===== config.mk =====
export PLATFORM = sky130hd
export DESIGN_NAME = ripemd160_hash_core
export DESIGN_NICKNAME = d
export VERILOG_FILES = /design/src/rtl/core/rmd160_pkg.sv /design/src/rtl/core/rmd160_ram.sv /design/src/rtl/core/rmd160_step.sv /design/src/rtl/core/ripemd160_hash_core.sv
export SDC_FILE = /design/constraint.sdc
export NUM_CORES = 2
export LEC_CHECK = 0
export ABC_AREA = 1
export CAP_MARGIN = 20
export CELL_PAD_IN_SITES_DETAIL_PLACEMENT = 1
export CELL_PAD_IN_SITES_GLOBAL_PLACEMENT = 1
export CORE_UTILIZATION = 25
export DETAILED_ROUTE_END_ITERATION = 6
export DONT_BUFFER_PORTS = 1
export HOLD_SLACK_MARGIN = 0.12
export PLACE_DENSITY_LB_ADDON = 0.1
export SLEW_MARGIN = 15
export SYNTH_ARGS = -nofsm -noshare
export SYNTH_HDL_FRONTEND = slang
export SYNTH_SLANG_ARGS = --single-unit

===== constraint.sdc =====
create_clock -name clk_i -period 7.92 [get_ports clk_i]
set_input_delay 0.792 -clock clk_i [delete_from_list [all_inputs] [get_ports clk_i]]
set_output_delay 0.792 -clock clk_i [all_outputs]
set_load 0.05 [all_outputs]

===== src/rtl/core/rmd160_pkg.sv =====
// Types, constants, round tables and helper functions for the RIPEMD-160 core
package rmd160_pkg;

  // Input beat kinds
  localparam logic KIND_BYTE = 1'b0;
  localparam logic KIND_END  = 1'b1;

  typedef struct packed {
    logic       kind;
    logic [7:0] data_byte;
  } in_t;

  typedef struct packed {
    logic [31:0] digest_word;
    logic        last_word;
  } out_t;

  // Sequencer states
  typedef enum logic [2:0] {
    ST_IDLE,
    ST_PAD,
    ST_ROUND,
    ST_FINAL,
    ST_EMIT
  } state_e;

  // Which of the two parallel lines a step unit serves
  typedef enum logic {
    LINE_LEFT,
    LINE_RIGHT
  } line_e;

  // Boolean functions of the five round groups
  typedef enum logic [2:0] {
    FN_XOR,
    FN_MUX,
    FN_ORN,
    FN_MUXZ,
    FN_XORN
  } func_e;

  // Working registers of one line
  typedef struct packed {
    logic [31:0] a;
    logic [31:0] b;
    logic [31:0] c;
    logic [31:0] d;
    logic [31:0] e;
  } line_t;

  localparam int unsigned BlockWords = 16;
  localparam int unsigned ChainWords = 5;

  localparam logic [6:0] LAST_ROUND = 7'd79;
  localparam logic [2:0] LAST_IDX   = 3'd4;
  localparam logic [5:0] POS_LEN    = 6'd55;
  localparam logic [5:0] POS_LAST   = 6'd63;
  localparam logic [7:0] PAD_MARK   = 8'h80;
  localparam logic [3:0] ROT_C      = 4'd10;

  localparam logic [0:4][31:0] CHAIN_INIT = {
    32'h67452301, 32'hefcdab89, 32'h98badcfe, 32'h10325476, 32'hc3d2e1f0};

  localparam logic [0:4][31:0] K_LEFT = {
    32'h00000000, 32'h5a827999, 32'h6ed9eba1, 32'h8f1bbcdc, 32'ha953fd4e};

  localparam logic [0:4][31:0] K_RIGHT = {
    32'h50a28be6, 32'h5c4dd124, 32'h6d703ef3, 32'h7a6d76e9, 32'h00000000};

  // Message word selection, one nibble per round, round 0 first
  localparam logic [0:79][3:0] SEL_LEFT = {
    64'h0123456789abcdef, 64'h74d1a6f3c0952eb8, 64'h3ae49f812706db5c,
    64'h19ba08c4d37fe562, 64'h40597c2ae138b6fd};

  localparam logic [0:79][3:0] SEL_RIGHT = {
    64'h5e7092b4d6f81a3c, 64'h6b370d5aef8c4912, 64'hf5137e69b8c2a04d,
    64'h86413bf05c2d97ae, 64'hcfa4158762de039b};

  // Left rotate amounts, one nibble per round
  localparam logic [0:79][3:0] ROT_LEFT = {
    64'hbefc5879bdef6798, 64'h768db97f7cf9b7dc, 64'hbd67e9dfe8d65c75,
    64'hbcefef989e56865c, 64'h9f5b68dc5cdeb856};

  localparam logic [0:79][3:0] ROT_RIGHT = {
    64'h899bdff5778beec6, 64'h9df7c89b77c76fdb, 64'h97fb866ecd5edd75,
    64'hf58bee6e69c9c5f8, 64'h85c9c5e68d65fdbb};

  function automatic logic [31:0] rotl32(input logic [31:0] x, input logic [3:0] n);
    logic [63:0] dbl;
    dbl = {x, x} << n;
    return dbl[63:32];
  endfunction

  function automatic logic [31:0] boolf(input func_e sel, input logic [31:0] x,
                                        input logic [31:0] y, input logic [31:0] z);
    logic [31:0] res;
    unique case (sel)
      FN_XOR:  res = x ^ y ^ z;
      FN_MUX:  res = (x & y) | (~x & z);
      FN_ORN:  res = (x | ~y) ^ z;
      FN_MUXZ: res = (x & z) | (y & ~z);
      default: res = x ^ (y | ~z);
    endcase
    return res;
  endfunction

endpackage


===== src/rtl/core/rmd160_ram.sv =====
// Generic RAM: one write port, two registered read ports
module rmd160_ram #(
  parameter int unsigned Width = 32,
  parameter int unsigned Depth = 16,
  localparam int unsigned AddrW = $clog2(Depth)
) (
  input  logic             clk_i,
  input  logic             we_i,
  input  logic [AddrW-1:0] waddr_i,
  input  logic [Width-1:0] wdata_i,
  input  logic [AddrW-1:0] raddr_a_i,
  input  logic [AddrW-1:0] raddr_b_i,
  output logic [Width-1:0] rdata_a_o,
  output logic [Width-1:0] rdata_b_o
);

  logic [Width-1:0] mem_q [Depth];

  // Write and registered reads
  always_ff @(posedge clk_i) begin
    if (we_i) begin
      mem_q[waddr_i] <= wdata_i;
    end
    rdata_a_o <= mem_q[raddr_a_i];
    rdata_b_o <= mem_q[raddr_b_i];
  end

endmodule


===== src/rtl/core/rmd160_step.sv =====
// One RIPEMD-160 round step for either line, split into two halves
module rmd160_step (
  input  rmd160_pkg::line_e side_i,
  input  logic [6:0]        round_i,
  input  rmd160_pkg::line_t st_i,
  input  logic [31:0]       sum_i,
  input  logic [31:0]       word_i,
  output logic [3:0]        addr_o,
  output logic [31:0]       sum_o,
  output rmd160_pkg::line_t st_o
);
  import rmd160_pkg::*;

  logic [2:0]  grp;
  func_e       fsel;
  logic [31:0] kconst;
  logic [3:0]  rot;
  logic [31:0] rsum;

  assign grp = round_i[6:4];

  // Per-line table lookups; the right line runs the functions in reverse
  always_comb begin
    if (side_i == LINE_RIGHT) begin
      fsel   = func_e'(3'(FN_XORN - grp));
      kconst = K_RIGHT[grp];
      rot    = ROT_RIGHT[round_i];
      addr_o = SEL_RIGHT[round_i];
    end else begin
      fsel   = func_e'(grp);
      kconst = K_LEFT[grp];
      rot    = ROT_LEFT[round_i];
      addr_o = SEL_LEFT[round_i];
    end
  end

  // First half: a + f(b,c,d) + K, before the message word is read
  assign sum_o = st_i.a + boolf(fsel, st_i.b, st_i.c, st_i.d) + kconst;

  // Second half: add word, rotate, add e and shift the registers along
  assign rsum = rotl32(sum_i + word_i, rot);

  always_comb begin
    st_o.a = st_i.e;
    st_o.b = rsum + st_i.e;
    st_o.c = st_i.b;
    st_o.d = rotl32(st_i.c, ROT_C);
    st_o.e = st_i.d;
  end

endmodule


===== src/rtl/core/ripemd160_hash_core.sv =====
// RIPEMD-160 streaming hash core: top level and sequencer
//
// Message bytes enter one beat at a time (kind = byte) and are packed little-endian
// into a 16-word block RAM; byte beats are taken without a stall, except the one that
// completes a 64-byte block, after which the core stalls while it compresses:
// 80 rounds in two halves each (the first forms a + f + K while the block RAM read
// is in flight, the second adds the word, rotates and adds e), one shared step
// unit per line, then the final combine. An end beat pads byte by byte with one
// or two compressions in between, then presents the five digest words on the
// output channel, word 0 first, last_word set on the fifth. After the last word
// is taken the core is back at the initial chaining values with a zero count and
// accepts the next message.
module ripemd160_hash_core (
  input  logic              clk_i,
  input  logic              rst_ni,
  input  logic              in_valid_i,
  output logic              in_stall_o,
  input  rmd160_pkg::in_t   in_data_i,
  output logic              out_valid_o,
  input  logic              out_stall_i,
  output rmd160_pkg::out_t  out_data_o
);
  import rmd160_pkg::*;

  state_e      state_q, state_d;
  logic [31:0] chain_q [ChainWords];
  logic [31:0] chain_d [ChainWords];
  logic [60:0] cnt_q, cnt_d;
  logic [6:0]  round_q, round_d;
  logic        phase_q, phase_d;
  logic [2:0]  idx_q, idx_d;
  logic [2:0]  lcnt_q, lcnt_d;
  logic        first_q, first_d;
  logic        inlen_q, inlen_d;
  logic        done_q, done_d;
  logic        pad_q, pad_d;

  line_t       lw_q, lw_d, rw_q, rw_d;
  logic [31:0] lsum_q, lsum_d, rsum_q, rsum_d;
  logic [23:0] word_q, word_d;
  logic [63:0] len_q, len_d;

  logic        abs_en;
  logic [7:0]  abs_byte;
  logic [5:0]  pos;
  logic        ram_we;
  logic [3:0]  laddr, raddr;
  logic [31:0] lword, rword;
  logic [31:0] lsum_n, rsum_n;
  line_t       lnext, rnext;

  assign pos    = cnt_q[5:0];
  assign ram_we = abs_en && (pos[1:0] == 2'b11);

  // Message block store
  rmd160_ram #(
    .Width (32),
    .Depth (BlockWords)
  ) u_block_ram (
    .clk_i     (clk_i),
    .we_i      (ram_we),
    .waddr_i   (pos[5:2]),
    .wdata_i   ({abs_byte, word_q}),
    .raddr_a_i (laddr),
    .raddr_b_i (raddr),
    .rdata_a_o (lword),
    .rdata_b_o (rword)
  );

  // Step units, one per line
  rmd160_step u_step_left (
    .side_i  (LINE_LEFT),
    .round_i (round_q),
    .st_i    (lw_q),
    .sum_i   (lsum_q),
    .word_i  (lword),
    .addr_o  (laddr),
    .sum_o   (lsum_n),
    .st_o    (lnext)
  );

  rmd160_step u_step_right (
    .side_i  (LINE_RIGHT),
    .round_i (round_q),
    .st_i    (rw_q),
    .sum_i   (rsum_q),
    .word_i  (rword),
    .addr_o  (raddr),
    .sum_o   (rsum_n),
    .st_o    (rnext)
  );

  // Output beat straight from the chaining registers
  assign out_data_o.digest_word = chain_q[idx_q];
  assign out_data_o.last_word   = (idx_q == LAST_IDX);

  // Next state and control
  always_comb begin
    state_d  = state_q;
    chain_d  = chain_q;
    cnt_d    = cnt_q;
    round_d  = round_q;
    phase_d  = phase_q;
    idx_d    = idx_q;
    lcnt_d   = lcnt_q;
    first_d  = first_q;
    inlen_d  = inlen_q;
    done_d   = done_q;
    pad_d    = pad_q;
    lw_d     = lw_q;
    rw_d     = rw_q;
    lsum_d   = lsum_q;
    rsum_d   = rsum_q;
    word_d   = word_q;
    len_d    = len_q;
    abs_en   = 1'b0;
    abs_byte = in_data_i.data_byte;
    in_stall_o  = 1'b1;
    out_valid_o = 1'b0;

    unique case (state_q)
      ST_IDLE: begin
        in_stall_o = 1'b0;
        if (in_valid_i) begin
          if (in_data_i.kind == KIND_END) begin
            len_d   = {cnt_q, 3'b000};
            first_d = 1'b1;
            inlen_d = 1'b0;
            done_d  = 1'b0;
            pad_d   = 1'b1;
            lcnt_d  = '0;
            state_d = ST_PAD;
          end else begin
            abs_en = 1'b1;
          end
        end
      end

      ST_PAD: begin
        abs_en  = 1'b1;
        first_d = 1'b0;
        if (first_q) begin
          abs_byte = PAD_MARK;
        end else if (inlen_q) begin
          abs_byte = len_q[7:0];
        end else begin
          abs_byte = '0;
        end
        // length bytes follow once byte 55 is filled
        if (inlen_q) begin
          len_d  = {8'h00, len_q[63:8]};
          lcnt_d = lcnt_q + 3'd1;
          if (lcnt_q == 3'd7) begin
            done_d = 1'b1;
          end
        end else if (pos == POS_LEN) begin
          inlen_d = 1'b1;
        end
      end

      ST_ROUND: begin
        if (!phase_q) begin
          lsum_d  = lsum_n;
          rsum_d  = rsum_n;
          phase_d = 1'b1;
        end else begin
          lw_d    = lnext;
          rw_d    = rnext;
          phase_d = 1'b0;
          round_d = round_q + 7'd1;
          if (round_q == LAST_ROUND) begin
            round_d = '0;
            state_d = ST_FINAL;
          end
        end
      end

      ST_FINAL: begin
        chain_d[0] = chain_q[1] + lw_q.c + rw_q.d;
        chain_d[1] = chain_q[2] + lw_q.d + rw_q.e;
        chain_d[2] = chain_q[3] + lw_q.e + rw_q.a;
        chain_d[3] = chain_q[4] + lw_q.a + rw_q.b;
        chain_d[4] = chain_q[0] + lw_q.b + rw_q.c;
        if (done_q) begin
          state_d = ST_EMIT;
        end else if (pad_q) begin
          state_d = ST_PAD;
        end else begin
          state_d = ST_IDLE;
        end
      end

      ST_EMIT: begin
        out_valid_o = 1'b1;
        if (!out_stall_i) begin
          idx_d = idx_q + 3'd1;
          if (idx_q == LAST_IDX) begin
            for (int i = 0; i < ChainWords; i++) begin
              chain_d[i] = CHAIN_INIT[i];
            end
            cnt_d   = '0;
            idx_d   = '0;
            pad_d   = 1'b0;
            done_d  = 1'b0;
            inlen_d = 1'b0;
            state_d = ST_IDLE;
          end
        end
      end

      default: begin
        state_d = ST_IDLE;
      end
    endcase

    // Byte absorb: shift into the word buffer, compress on the last byte
    if (abs_en) begin
      word_d = {abs_byte, word_q[23:8]};
      cnt_d  = cnt_q + 61'd1;
      if (pos == POS_LAST) begin
        lw_d    = '{a: chain_q[0], b: chain_q[1], c: chain_q[2],
                    d: chain_q[3], e: chain_q[4]};
        rw_d    = lw_d;
        round_d = '0;
        phase_d = 1'b0;
        state_d = ST_ROUND;
      end
    end
  end

  // State register
  always_ff @(posedge clk_i or negedge rst_ni) begin
    if (!rst_ni) begin
      state_q <= ST_IDLE;
    end else begin
      state_q <= state_d;
    end
  end

  // Control and chaining registers
  always_ff @(posedge clk_i or negedge rst_ni) begin
    if (!rst_ni) begin
      for (int i = 0; i < ChainWords; i++) begin
        chain_q[i] <= CHAIN_INIT[i];
      end
      cnt_q   <= '0;
      round_q <= '0;
      phase_q <= 1'b0;
      idx_q   <= '0;
      lcnt_q  <= '0;
      first_q <= 1'b0;
      inlen_q <= 1'b0;
      done_q  <= 1'b0;
      pad_q   <= 1'b0;
    end else begin
      chain_q <= chain_d;
      cnt_q   <= cnt_d;
      round_q <= round_d;
      phase_q <= phase_d;
      idx_q   <= idx_d;
      lcnt_q  <= lcnt_d;
      first_q <= first_d;
      inlen_q <= inlen_d;
      done_q  <= done_d;
      pad_q   <= pad_d;
    end
  end

  // Datapath registers
  always_ff @(posedge clk_i) begin
    lw_q   <= lw_d;
    rw_q   <= rw_d;
    lsum_q <= lsum_d;
    rsum_q <= rsum_d;
    word_q <= word_d;
    len_q  <= len_d;
  end

endmodule


==> impl_metrics.env <==
export IMPL_synth_area_mux_share=0.00988
export IMPL_synth_simple_area_share=0.196
export IMPL_cts_buffer_depth=4
export IMPL_num_vias=86700
export IMPL_end_kind="flip-flop"
export IMPL_cp_start_kind="flip-flop"
export IMPL_yosys_area_share_adder=0.108
export IMPL_overflow=0
export IMPL_htreeDepth=4
export IMPL_drtAntennaViolNets=0
export IMPL_yosys_top_cells_area="edfxtp_1 22%, nand2_1 9.5%, dfxtp_1 8.4%"
export IMPL_rsz0062_at_grt="no"
export IMPL_tightest_slew_ns=1.37
export IMPL_ys_flop_type="edfxtp_1"
export IMPL_fp_row_count=221
export IMPL_required_ns=8.73
export IMPL_rr_endpoint="rw_q[127]$_DFF_P_"
export IMPL_holdBufCountCts=3
export IMPL_dpl_hpwl_mm=377
export IMPL_reg2regPathDepth=23
export IMPL_final_period_utilization=0.942
export IMPL_die_x_um=606
export IMPL_crit_chain="inv_2 -> ha_1 -> nand2_1 -> nand2_1 -> o211ai_1 -> nand3_1 -> nand3_2 -> mux2i_1 -> mux2i_1 -> nand2_1 -> o21ai_0 -> o21ai_0 -> ha_1 -> nand2_1 -> o21ai_0 -> a21oi_1 -> o221a_2 -> nand2_1 -> nand2_1 -> nand2_1 -> nand3_1 -> nand3_1 -> a21oi_1"
export IMPL_drive_gt1_frac=0.0592
export IMPL_synth_top_family_by_area="simple AND/OR/NAND/NOR gates"
export IMPL_grt_pass1_wl_mm=689
export IMPL_hold_depth=4
export IMPL_via_per_inst=5.24
export IMPL_worst_path_largest_cell_delay_ns=1.08
export IMPL_cts_resized=0
export IMPL_ys_ff_latch=1290
export IMPL_seq_area_frac_synth=0.371
export IMPL_wl_per_cell_um=29.9
export IMPL_cts_buffers=181
export IMPL_synth_edf_count=664
export IMPL_synth_top_area_frac=0.219
export IMPL_clock_fmax_ghz=0.134
export IMPL_synth_distinct_cells=72
export IMPL_ctsRootBufferMaster="clkbuf_16"
export IMPL_grt_start_max_net_pins=243
export IMPL_n_fill_cell=43100
export IMPL_path_common_cell="nand2_1"
export IMPL_grt_pass1_vias=88300
export IMPL_path_class="flip-flop to flip-flop"
export IMPL_final_common_cell="nand2_1"
export IMPL_portBuffers=0
export IMPL_ios=48
export IMPL_initial_utilization=0.251
export IMPL_yosysWarnings=0
export IMPL_rrSetupSlack_ns=0.46
export IMPL_die_height_um=606
export IMPL_holdPathEnd="state_q[2]$_DFF_PN0_"
export IMPL_hp_class="primary input to flip-flop"
export IMPL_crit_arrival_ns=8.28
export IMPL_core_area_mm2=0.363
export IMPL_place_gp_congestion=0.963
export IMPL_cts_sinks=1290
export IMPL_antenna_found_initial=35
export IMPL_synth_fp_nets=12400
export IMPL_hold_path_startpoint="out_stall_i"
export IMPL_timing_critical_path_from="round_q[1]$_DFF_PN0_"
export IMPL_setup_viol=0
export IMPL_fin_crit_ns=7.46
export IMPL_clk_pin_slew_ns=0.06
export IMPL_grt_use_total=0.263
export IMPL_dieArea_mm2=0.367
export IMPL_hold_viol_final=0
export IMPL_worstSkewPairLatency_ns=0.92
export IMPL_syn_inst=11700
export IMPL_timing_rr_start="round_q[1]$_DFF_PN0_"
export IMPL_yosys_area_share_xor_xnor=0.0246
export IMPL_layout_common_cells="2308 x nand2_1, 1753 x inv_1, 921 x nand3_1"
export IMPL_skew_ns=0.0853
export IMPL_syn_to_final_growth_pct=12.8
export IMPL_synth_area_mm2=0.0911
export IMPL_nNetsFinal=12200
export IMPL_wl_mm=495
export IMPL_final_max_slew_viol_count=0
export IMPL_worst_path_max_delay_cell="o21ai_0"
export IMPL_drc=0
export IMPL_maxCapViolations=0
export IMPL_cpLargestDelayFamily="simple AND/OR/NAND/NOR gates"
export IMPL_final_setup_tns_ns=0
export IMPL_post_cts_buffers=0
export IMPL_drtIter0Drc=7139
export IMPL_cts_tree="done"
export IMPL_status="completed"
export IMPL_relSlewSlack=0.0796
export IMPL_ys_async_sr_fraction=0.188
export IMPL_dr_pass1_iters=7
export IMPL_crit_fanout=35
export IMPL_synth_compound_area_share=0.190
export IMPL_syn_area_per_cell_um2=7.76
export IMPL_path_buf_inv=1
export IMPL_synth_top_cell_by_area="edfxtp_1"
==> cell usage after synthesis, types with 9 or more instances <==
master and count:
buf_2 185, nand3_1 925, dfxtp_1 384, a21o_1 24, nor4_1 35, o21ai_1 28
buf_4 41, nand2_1 2312, clkbuf_1 264, o21ai_0 868, o211ai_1 630, nand4_1 54
o22ai_1 324, dfrtp_1 162, nor2_2 12, xor2_1 170, ha_1 427, o31ai_1 72
dfstp_2 80, or2_1 11, or2_2 16, o21a_1 39, o2111ai_1 29, a31o_2 9
nor2_1 728, a211oi_1 22, a21oi_1 641, nand3b_1 19, a21boi_0 14, inv_2 20
a221oi_1 12, a31oi_1 79, edfxtp_1 664, inv_1 1758, xnor2_1 86, mux2i_1 90
o31a_1 16, nor3_1 120, o21bai_1 23, nand2_2 11, fa_1 226, buf_1 43
o221ai_1 10
==> per-layer routing <==
layer | routed length [um] | GRT usage
met5 | 34 | 0
met4 | 22300 | 0.104
met3 | 20700 | 0.0307
met2 | 223000 | 0.424
met1 | 229000 | 0.358
==> registers in the layout, summed over array words and instances (netlist names) <==
name,cells
chain_q,160
rw_q,160
lw_q,160
len_q,64
u_block_ram.rdata_a_o,32
done_q,1
state_q,3
pad_q,1
round_q,7
idx_q,3
word_q,24
first_q,1
phase_q,1
lcnt_q,3
u_block_ram.rdata_b_o,32
u_block_ram.mem_q,512
inlen_q,1
lsum_q,32
cnt_q,61
rsum_q,32
==> how the worst max path moves through the flow <==
stage | slack [ns] | to | cells past startpoint
2_1_floorplan | 2.30 | rsum_q[31]$_DFFE_PP_ | 29
3_3_place_gp | 0.87 | rw_q[127]$_DFF_P_ | 23
3_5_place_dp | 0.87 | rw_q[127]$_DFF_P_ | 28
4_1_cts | 0.84 | rw_q[127]$_DFF_P_ | 28
5_1_grt | 0.22 | rw_q[127]$_DFF_P_ | 28
6_report | 0.46 | rw_q[127]$_DFF_P_ | 23
==> worst min-delay path, stage by stage <==
cell and delay, ns:
nor2_1 0.03, nor2_1 0.09, inv_1 0.06, o21ai_0 0.07
==> kinds of logic (layout without fill, tap and decap cells) <==
logic type / Yosys count / after routing
AOI/OAI and AO/OA: 2867 / 2867
xor gates and xnor gates: 256 / 256
adders and majority gates: 653 / 653
buffers and inverters: 2321 / 2304
DFF: 1290 / 1290
muxes: 90 / 90
other: 0 / 14
and+or+nand+nor: 4270 / 4270
==> layout make-up <==
class	instances	area [um^2]	share of cell area
flip-flops and latches	1290	33800	0.329
clock buffers	263	5260	0.0512
clock inverters	68	704	0.00685
multi-input cells	8136	48600	0.473
repair buffers	188	1650	0.0160
well taps	4794	6000	0.0584
inverters	1785	6720	0.0654
diodes	14	35.0	0.000341
==> metrics by stage <==
stage | std cells | worst slack [ns] | util | hold WS, ns | cell area [um^2]
after global routing | 16500 | 0.216 | 0.283 | 0.197 | 103000
after detailed placement | 16200 | 0.868 | 0.267 | 0.469 | 96700
after floorplan | 11700 | 2.30 | - | 0.440 | 91100
after global placement | 16200 | 0.874 | 0.266 | 0.456 | 96600
after CTS | 16500 | 0.842 | 0.283 | 0.121 | 103000
final | 16500 | 0.459 | 0.283 | 0.186 | 103000
Power is left out: the tool's default activity adds up to more than one toggle a clock period on the data nets, which glitch-free logic cannot reach.
